### src/sv/assert_macros.svh
// Assertion macros shared by the packet header parser.
`ifndef ASSERT_MACROS_SVH
`define ASSERT_MACROS_SVH

// Same-cycle implication, sampled on clk, off during reset.
`define PHP_ASSERT_IMP(lbl, pre, post) \
	lbl: assert property (@(posedge clk) disable iff (!arst_n) (pre) |-> (post)) \
		else $error("packet_header_parser assertion failed");

// Next-cycle implication, sampled on clk, off during reset.
`define PHP_ASSERT_NXT(lbl, pre, post) \
	lbl: assert property (@(posedge clk) disable iff (!arst_n) (pre) |=> (post)) \
		else $error("packet_header_parser assertion failed");

`endif

### src/sv/php_pkg.sv
// Types, constants and helpers for the packet header parser.
`default_nettype none
package php_pkg;
	localparam int POS_W = 16;
	localparam int MAX_POSITION_DEF = 65535;
	localparam int QUEUE_DEPTH_DEF = 2;

	localparam logic [1:0] LINK_ETH  = 2'd0;
	localparam logic [1:0] LINK_SLL  = 2'd1;
	localparam logic [1:0] LINK_RAW  = 2'd2;
	localparam logic [1:0] LINK_NONE = 2'd3;

	localparam logic [15:0] ETHERTYPE_V4 = 16'h0800;
	localparam logic [15:0] ETHERTYPE_V6 = 16'h86DD;

	localparam logic [7:0] PROTO_TCP  = 8'd6;
	localparam logic [7:0] PROTO_UDP  = 8'd17;
	localparam logic [7:0] PROTO_SCTP = 8'd132;
	localparam logic [7:0] PROTO_DCCP = 8'd33;

	localparam logic [1:0] NK_NONE = 2'd0;
	localparam logic [1:0] NK_V4   = 2'd1;
	localparam logic [1:0] NK_V6   = 2'd2;

	localparam logic [2:0] TK_NONE = 3'd0;
	localparam logic [2:0] TK_TCP  = 3'd1;
	localparam logic [2:0] TK_UDP  = 3'd2;
	localparam logic [2:0] TK_SCTP = 3'd3;
	localparam logic [2:0] TK_DCCP = 3'd4;

	typedef struct packed {
		logic [7:0]  data_byte;
		logic        last_byte;
		logic [31:0] packet_tag;
	} byte_item_t;

	typedef struct packed {
		logic        recognized;
		logic        ethernet_seen;
		logic [1:0]  network_kind;
		logic [2:0]  transport_kind;
		logic        endpoints_valid;
		logic [63:0] source_high;
		logic [63:0] source_low;
		logic [63:0] destination_high;
		logic [63:0] destination_low;
		logic [15:0] source_port;
		logic [15:0] destination_port;
		logic [31:0] result_tag;
	} record_t;

	function automatic logic [1:0] ip_version(input logic [1:0] lt, input logic [15:0] ek,
		input logic [3:0] vn);
		logic [1:0] v;
		v = NK_NONE;
		case (lt)
			LINK_ETH, LINK_SLL: begin
				if (ek == ETHERTYPE_V4) v = NK_V4;
				else if (ek == ETHERTYPE_V6) v = NK_V6;
			end
			LINK_RAW: begin
				if (vn == 4'd4) v = NK_V4;
				else if (vn == 4'd6) v = NK_V6;
			end
			default: v = NK_NONE;
		endcase
		return v;
	endfunction
endpackage
`default_nettype wire

### src/sv/php_front.sv
// Front end: captures header fields by byte position and builds the record.
`default_nettype none
module php_front #(
	parameter int MAX_POSITION = php_pkg::MAX_POSITION_DEF
) (
	input  wire logic               clk,
	input  wire logic               arst_n,
	input  wire logic [1:0]         link_type,
	input  wire logic               take,
	input  wire php_pkg::byte_item_t item,
	output php_pkg::record_t        rec
);
	logic [php_pkg::POS_W-1:0] pos_q;
	logic [15:0] ek_q, ek_n;
	logic [3:0]  vn_q, vn_n, hw_q, hw_n;
	logic [7:0]  np_q, np_n;
	logic [63:0] ad_q [4];
	logic [63:0] ad_n [4];
	logic [15:0] pt_q [2];
	logic [15:0] pt_n [2];

	logic [16:0] p, o, l4c, d, len, l4f, need;
	logic [7:0]  b;
	logic [1:0]  v, vf, ai;
	logic [5:0]  k;
	logic        ok, ev;
	logic [2:0]  tk;

	always_comb begin
		b = item.data_byte;
		p = {1'b0, pos_q};
		ek_n = ek_q;
		vn_n = vn_q;
		hw_n = hw_q;
		np_n = np_q;
		ad_n = ad_q;
		pt_n = pt_q;
		v = php_pkg::NK_NONE;
		l4c = '0;
		d = '0;
		k = '0;
		ai = '0;
		case (link_type)
			php_pkg::LINK_ETH: o = 17'd14;
			php_pkg::LINK_SLL: o = 17'd16;
			default: o = 17'd0;
		endcase
		if (link_type == php_pkg::LINK_ETH && p == 17'd12) ek_n = {b, 8'h00};
		if (link_type == php_pkg::LINK_ETH && p == 17'd13) ek_n = {ek_q[15:8], b};
		if (link_type == php_pkg::LINK_SLL && p == 17'd14) ek_n = {b, 8'h00};
		if (link_type == php_pkg::LINK_SLL && p == 17'd15) ek_n = {ek_q[15:8], b};
		if (link_type != php_pkg::LINK_NONE) begin
			if (p == o) begin
				vn_n = b[7:4];
				hw_n = b[3:0];
			end else if (p > o) begin
				v = php_pkg::ip_version(link_type, ek_n, vn_q);
				if (v == php_pkg::NK_V4) begin
					if (p == o + 17'd9) np_n = b;
					else if (p >= o + 17'd12 && p < o + 17'd16) ad_n[1] = {ad_q[1][55:0], b};
					else if (p >= o + 17'd16 && p < o + 17'd20) ad_n[3] = {ad_q[3][55:0], b};
					l4c = o + {11'd0, hw_q, 2'b00};
				end else if (v == php_pkg::NK_V6) begin
					k = p[5:0] - o[5:0];
					if ((p - o) == 17'd6) np_n = b;
					else if ((p - o) >= 17'd8 && (p - o) < 17'd40) begin
						ai = 2'((k - 6'd8) >> 3);
						ad_n[ai] = {ad_q[ai][55:0], b};
					end
					l4c = o + 17'd40;
				end
				d = p - l4c;
				if ((v == php_pkg::NK_V6 || (v == php_pkg::NK_V4 && hw_q >= 4'd5)) && p >= l4c) begin
					if (d < 17'd2) pt_n[0] = {pt_q[0][7:0], b};
					else if (d < 17'd4) pt_n[1] = {pt_q[1][7:0], b};
				end
			end
		end
	end

	always_comb begin
		len = p + 17'd1;
		vf = php_pkg::ip_version(link_type, ek_n, vn_n);
		ok = (link_type == php_pkg::LINK_ETH && len >= 17'd14) ||
			(link_type == php_pkg::LINK_SLL && len >= 17'd16) ||
			(link_type == php_pkg::LINK_RAW);
		rec = '0;
		rec.result_tag = item.packet_tag;
		rec.ethernet_seen = (link_type == php_pkg::LINK_ETH && len >= 17'd14);
		rec.recognized = rec.ethernet_seen;
		ev = 1'b0;
		l4f = '0;
		need = '0;
		tk = php_pkg::TK_NONE;
		if (ok) begin
			if (vf == php_pkg::NK_V4 && len >= o + 17'd20) begin
				rec.network_kind = php_pkg::NK_V4;
				rec.recognized = 1'b1;
				if (hw_n >= 4'd5) begin
					ev = 1'b1;
					l4f = o + {11'd0, hw_n, 2'b00};
				end
			end else if (vf == php_pkg::NK_V6 && len >= o + 17'd40) begin
				rec.network_kind = php_pkg::NK_V6;
				rec.recognized = 1'b1;
				ev = 1'b1;
				l4f = o + 17'd40;
			end
		end
		if (ev && l4f < len) begin
			case (np_n)
				php_pkg::PROTO_TCP: begin tk = php_pkg::TK_TCP; need = 17'd20; end
				php_pkg::PROTO_UDP: begin tk = php_pkg::TK_UDP; need = 17'd8; end
				php_pkg::PROTO_SCTP: begin tk = php_pkg::TK_SCTP; need = 17'd4; end
				php_pkg::PROTO_DCCP: begin tk = php_pkg::TK_DCCP; need = 17'd4; end
				default: tk = php_pkg::TK_NONE;
			endcase
			if (l4f + need > len) tk = php_pkg::TK_NONE;
		end
		rec.transport_kind = tk;
		rec.endpoints_valid = ev;
		if (ev) begin
			rec.source_high = ad_n[0];
			rec.source_low = ad_n[1];
			rec.destination_high = ad_n[2];
			rec.destination_low = ad_n[3];
		end
		if (tk != php_pkg::TK_NONE) begin
			rec.source_port = pt_n[0];
			rec.destination_port = pt_n[1];
		end
	end

	always_ff @(posedge clk or negedge arst_n) begin
		if (!arst_n) begin
			pos_q <= '0;
			ek_q <= '0;
			vn_q <= '0;
			hw_q <= '0;
			np_q <= '0;
			ad_q <= '{default: '0};
			pt_q <= '{default: '0};
		end else if (take) begin
			if (item.last_byte) begin
				pos_q <= '0;
				ek_q <= '0;
				vn_q <= '0;
				hw_q <= '0;
				np_q <= '0;
				ad_q <= '{default: '0};
				pt_q <= '{default: '0};
			end else begin
				if (pos_q < php_pkg::POS_W'(MAX_POSITION)) pos_q <= pos_q + 1'b1;
				ek_q <= ek_n;
				vn_q <= vn_n;
				hw_q <= hw_n;
				np_q <= np_n;
				ad_q <= ad_n;
				pt_q <= pt_n;
			end
		end
	end
endmodule
`default_nettype wire

### src/sv/php_queue.sv
// Record queue between the capture front end and the output channel.
`default_nettype none
module php_queue #(
	parameter int DEPTH = php_pkg::QUEUE_DEPTH_DEF
) (
	input  wire logic             clk,
	input  wire logic             arst_n,
	input  wire logic             push,
	input  wire php_pkg::record_t push_data,
	output logic                  full,
	output logic                  rec_valid,
	input  wire logic             rec_stall,
	output php_pkg::record_t      rec_data
);
	localparam int AW = (DEPTH > 1) ? $clog2(DEPTH) : 1;
	localparam int CW = $clog2(DEPTH + 1);

	php_pkg::record_t mem [DEPTH];
	logic [AW-1:0] wr_q, rd_q;
	logic [CW-1:0] cnt_q;
	logic pop;

	assign full = (cnt_q == CW'(DEPTH));
	assign rec_valid = (cnt_q != '0);
	assign rec_data = mem[rd_q];
	assign pop = rec_valid && !rec_stall;

	always_ff @(posedge clk) begin
		if (push) mem[wr_q] <= push_data;
	end

	always_ff @(posedge clk or negedge arst_n) begin
		if (!arst_n) begin
			wr_q <= '0;
			rd_q <= '0;
			cnt_q <= '0;
		end else begin
			if (push) wr_q <= (wr_q == AW'(DEPTH - 1)) ? '0 : wr_q + 1'b1;
			if (pop) rd_q <= (rd_q == AW'(DEPTH - 1)) ? '0 : rd_q + 1'b1;
			if (push && !pop) cnt_q <= cnt_q + 1'b1;
			else if (pop && !push) cnt_q <= cnt_q - 1'b1;
		end
	end
endmodule
`default_nettype wire

### src/sv/packet_header_parser.sv
// Top level of the packet header parser.
// Usage:
//   byte channel (byte_valid/byte_stall/byte_data) takes one packet byte per
//   cycle unless stalled; last_byte marks the final captured byte, tag is copied.
//   rec channel (rec_valid/rec_stall/rec_data) gives one record per packet,
//   registered into the record queue when the last byte is taken.
//   cfg channel (cfg_valid/cfg_ready/cfg_data) writes link_type; ready is
//   always high; write only while no packet is in flight.
// Throughput: one byte per cycle, limited only by the record queue
//   (QUEUE_DEPTH entries, default 2); byte_stall rises while it is full.
// Stall: when the receiver holds rec_stall, records wait in the queue and
//   bytes continue to flow until the queue fills.
// Reset: arst_n clears link_type to Ethernet, the byte position and all
//   captured fields, and empties the queue.
`default_nettype none
`include "assert_macros.svh"
module packet_header_parser #(
	parameter int MAX_POSITION = php_pkg::MAX_POSITION_DEF,
	parameter int QUEUE_DEPTH = php_pkg::QUEUE_DEPTH_DEF
) (
	input  wire logic                clk,
	input  wire logic                arst_n,
	input  wire logic                cfg_valid,
	output logic                     cfg_ready,
	input  wire logic [1:0]          cfg_data,
	input  wire logic                byte_valid,
	output logic                     byte_stall,
	input  wire php_pkg::byte_item_t byte_data,
	output logic                     rec_valid,
	input  wire logic                rec_stall,
	output php_pkg::record_t         rec_data
);
	logic [1:0] link_type_q;
	logic full, take;
	php_pkg::record_t front_rec;

	assign cfg_ready = 1'b1;
	assign byte_stall = full;
	assign take = byte_valid && !full;

	always_ff @(posedge clk or negedge arst_n) begin
		if (!arst_n) link_type_q <= php_pkg::LINK_ETH;
		else if (cfg_valid) link_type_q <= cfg_data;
	end

	php_front #(.MAX_POSITION(MAX_POSITION)) u_front (
		.clk(clk), .arst_n(arst_n), .link_type(link_type_q),
		.take(take), .item(byte_data), .rec(front_rec)
	);

	php_queue #(.DEPTH(QUEUE_DEPTH)) u_queue (
		.clk(clk), .arst_n(arst_n), .push(take && byte_data.last_byte),
		.push_data(front_rec), .full(full), .rec_valid(rec_valid),
		.rec_stall(rec_stall), .rec_data(rec_data)
	);

	`PHP_ASSERT_NXT(a_rec_after_last, take && byte_data.last_byte, rec_valid)
	`PHP_ASSERT_IMP(a_ports_zero, rec_valid && rec_data.transport_kind == php_pkg::TK_NONE, rec_data.source_port == 16'd0 && rec_data.destination_port == 16'd0)
	`PHP_ASSERT_IMP(a_addr_zero, rec_valid && !rec_data.endpoints_valid, rec_data.source_low == 64'd0 && rec_data.destination_low == 64'd0)
	`PHP_ASSERT_IMP(a_net_recog, rec_valid && rec_data.network_kind != php_pkg::NK_NONE, rec_data.recognized)
endmodule
`default_nettype wire
### config.mk
export PLATFORM = sky130hd
export DESIGN_NAME = packet_header_parser
export DESIGN_NICKNAME = d
export VERILOG_FILES = /design/src/sv/php_pkg.sv /design/src/sv/php_front.sv /design/src/sv/php_queue.sv /design/src/sv/packet_header_parser.sv
export VERILOG_INCLUDE_DIRS = /design/src /design/src/sv
export SDC_FILE = /design/constraint.sdc
export NUM_CORES = 2
export LEC_CHECK = 0
export ABC_AREA = 1
export BUFFER_PORTS_ARGS = -buffer_cell sky130_fd_sc_hd__buf_2
export CAP_MARGIN = 5
export CORE_MARGIN = 1.5
export CORE_UTILIZATION = 61
export DETAILED_ROUTE_END_ITERATION = 8
export PLACE_DENSITY_LB_ADDON = 0.15
export SKIP_LAST_GASP = 1
export SLEW_MARGIN = 20
export SYNTH_ARGS = -nofsm -noshare
export SYNTH_HDL_FRONTEND = slang
export SYNTH_HIERARCHICAL = 1
export SYNTH_SLANG_ARGS = --single-unit
export TNS_END_PERCENT = 50
### constraint.sdc
create_clock -name clk -period 19.65 [get_ports clk]
set_input_delay 0.9825 -clock clk [delete_from_list [all_inputs] [get_ports clk]]
set_output_delay 0.9825 -clock clk [all_outputs]
set_load 0.1 [all_outputs]
==> results.yml <==
power_and_ir_drop:
  finalPower_uw: 9710
  p_leak_uw: 0.0248
  peakVddDrop_uv: 265
  p_per_area_nw_per_um2: 174
yosys:
  syn-num-nets: 5808
  synth_top_area_share_pct: 39.0
  synth_edf_count: 656
  synthesis.area_um2: 50500
  ys.flop_type: "edfxtp_1"
  synth_cell_type_count: 55
  syn-mean-instance-area_um2: 8.87
  synth-seq-cells: 998
  ys_seq_area_share_pct: 55.9
  synthArstFlopShare_pct: 34.3
  yosysWarnings: 6
  postSynthCellCount: 5696
  synthTopCellsByArea: "edfxtp_1, dfrtp_1, nand2_1, o21ai_0, inv_1"
  yosysTopAreaCell: "edfxtp_1"
run_status:
  outcome: "finished, final reports clean"
routing:
  vias: 42100
  wire_per_inst_um: 22.0
  routed_via_density: 6.04
  drtAntennaViolNets: 0
  wl_mm: 153
  drtIter0Drc: 6307
  drc: 0
  first_pass_iters: 7
critical_path:
  cp-endpoint: "u_queue/mem[0][60]"
  crit_path_max_fanout: 83
  rrSetupSlack_ps: 11390
  worstPathRequired_ps: 20080
  worstRegToRegCells: 39
  critPathLaunch: "u_front/pos_q[0]"
  start_kind: "flop"
  crit_path_frequent_cell: "nand2_1"
  worstPathArrival_ps: 8680
  crit_path_top_delay_cell: "nand3_4"
  cp_num_cells: 39
  worst-path-buf-inv: 5
  worstReg2RegStart: "u_front/pos_q[0]"
  crit_type: "flop to flop"
  crit_family: "simple AND/OR/NAND/NOR gates"
  reg2reg_to: "u_queue/mem[0][60]"
  end_kind: "flop"
  cpPeakStageDelay_ps: 800
die:
  rows: 105
  die_x_um: 291
  dieArea_um2: 84600
  ios: 379
  start_util_pct: 61.6
  core_area_um2: 82000
  die-height_um: 291
grt:
  grt_util_all_layers_pct: 35.5
  grt_pass1_wl_mm: 231
  grt_start_max_net_pins: 184
  antenna_found_initial: 6
  grt-ovfl-total: 0
  grt_pass1_vias: 38200
timing:
  drv_slew: 0
  fin_crit_sh_pct: 42.0
  tns_ps: 0
  setup_viol: 0
  hold_viol: 0
  tightest_slew_ps: 1180
  rsz0062_at_grt: "false"
  period_needed_ps: 8260
  fmax_ghz: 0.121
  finClkSkew_ps: 32.4
  slew_headroom_pct: 21.6
layout:
  seq_area_um2: 28300
  final_common_cell: "nand2_1"
  final_cell_mix: "nand2_1, edfxtp_1, o21ai_0"
  nets: 5925
  multi_input_area_um2: 18200
  final_layout_size_suffix_gt1_share_pct: 11.8
  final.fill_count: 6518
  area_growth_pct: 10.3
run:
  max-cap-violations: 0
placement:
  io_buffer_count: 377
  dp_hpwl_mm: 99.4
  gp_congestion: 0.939
cts:
  htree_levels: 3
  cts_buffer_depth: 3
  root_buffer: "clkbuf_16"
  cts_sinks: 998
  postCtsSetupBuffers: 0
  cts_tree: "built"
  clk_pin_slew_ps: 60
  cts_inserted_buffers: 101
  cts_hold_buf: 0
  cts_resized: 0
  clock_latency_ps: 690
min_path:
  hold_class: "primary input to async pin"
report_power, final:
| part | switching, uW | total (uW) | internal, uW |
|---|---|---|---|
| Combinational | 4280 | 4980 | 700 |
| Clock | 847 | 2110 | 1260 |
| Sequential | 135 | 2620 | 2490 |
| Total | 5260 | 9710 | 4450 |
sequential cells by signal, summed over array words and instances, names as in the netlist:
register	cells
u_front/pos_q	16
u_queue/cnt_q	2
u_front/hw_q	4
u_queue/wr_q	1
u_front/ad_q	256
u_front/vn_q	4
u_front/ek_q	16
u_front/pt_q	32
link_type_q	2
u_front/np_q	8
u_queue/mem	656
u_queue/rd_q	1
worst min path at each step:
stage,end,slack [ps],cells after the start
final,u_front/pos_q[10],280,1
after global routing,u_front/pos_q[10],340,1
after CTS,u_front/pos_q[10],310,1
after detailed placement,u_queue/cnt_q[1],460,2
after global placement,u_queue/cnt_q[1],460,2
after floorplan,u_queue/cnt_q[1],440,2
synthesized netlist by cell type (all sizes together), types with 66 or more instances:
library cell and count:
nor2 327, edfxtp 656, nand3 138, and2 66
buf 181, o22ai 225, o211ai 121, nand2 1783
dfrtp 342, inv 520, a21oi 180, clkbuf 230
a31oi 67, o21ai 614
layout make-up:
type | count | share of cell area (%)
Antenna cell | 1 | 0.00449
Clock buffer | 124 | 4.95
Clock inverter | 66 | 1.62
Inverter | 523 | 3.59
Multi-Input combinational cell | 3764 | 32.6
Sequential cell | 998 | 50.7
Tap cell | 1070 | 2.40
Timing Repair Buffer | 425 | 4.10
stage by stage:
stage | instance area (um^2) | worst slack (ps) | hold WS (ps) | util, % | instances
finish | 55700 | 11390 | 283 | 68.0 | 6971
global route | 55700 | 10880 | 335 | 68.0 | 6971
CTS | 55700 | 11640 | 310 | 68.0 | 6970
detailed placement | 52100 | 11630 | 463 | 63.5 | 6780
global placement | 52100 | 11830 | 460 | 63.5 | 6780
floorplan | 50500 | 3730 | 442 | - | 5696
logic make-up (layout without fill, tap and decap cells):
group	Yosys count	after routing	share of synthesized area, %
compound gates	1289	1289	14.5
xor+xnor	32	32	0.555
fa+ha+maj	64	64	1.69
buf+inv	934	1138	8.25
flops	998	998	55.9
other cells	1	2	0.00742
simple gates	2378	2378	19.0
layer usage:
metal,vias up,part of all wire [%],GRT usage (%)
met2,2550,43,50.1
met1,19900,41,53.6
met3,298,13,9.54
met4,4,3.1,10.9
met5,-,0.015,0
li1,19400,-,-
Note: power is estimated with default switching activity, not from simulation.
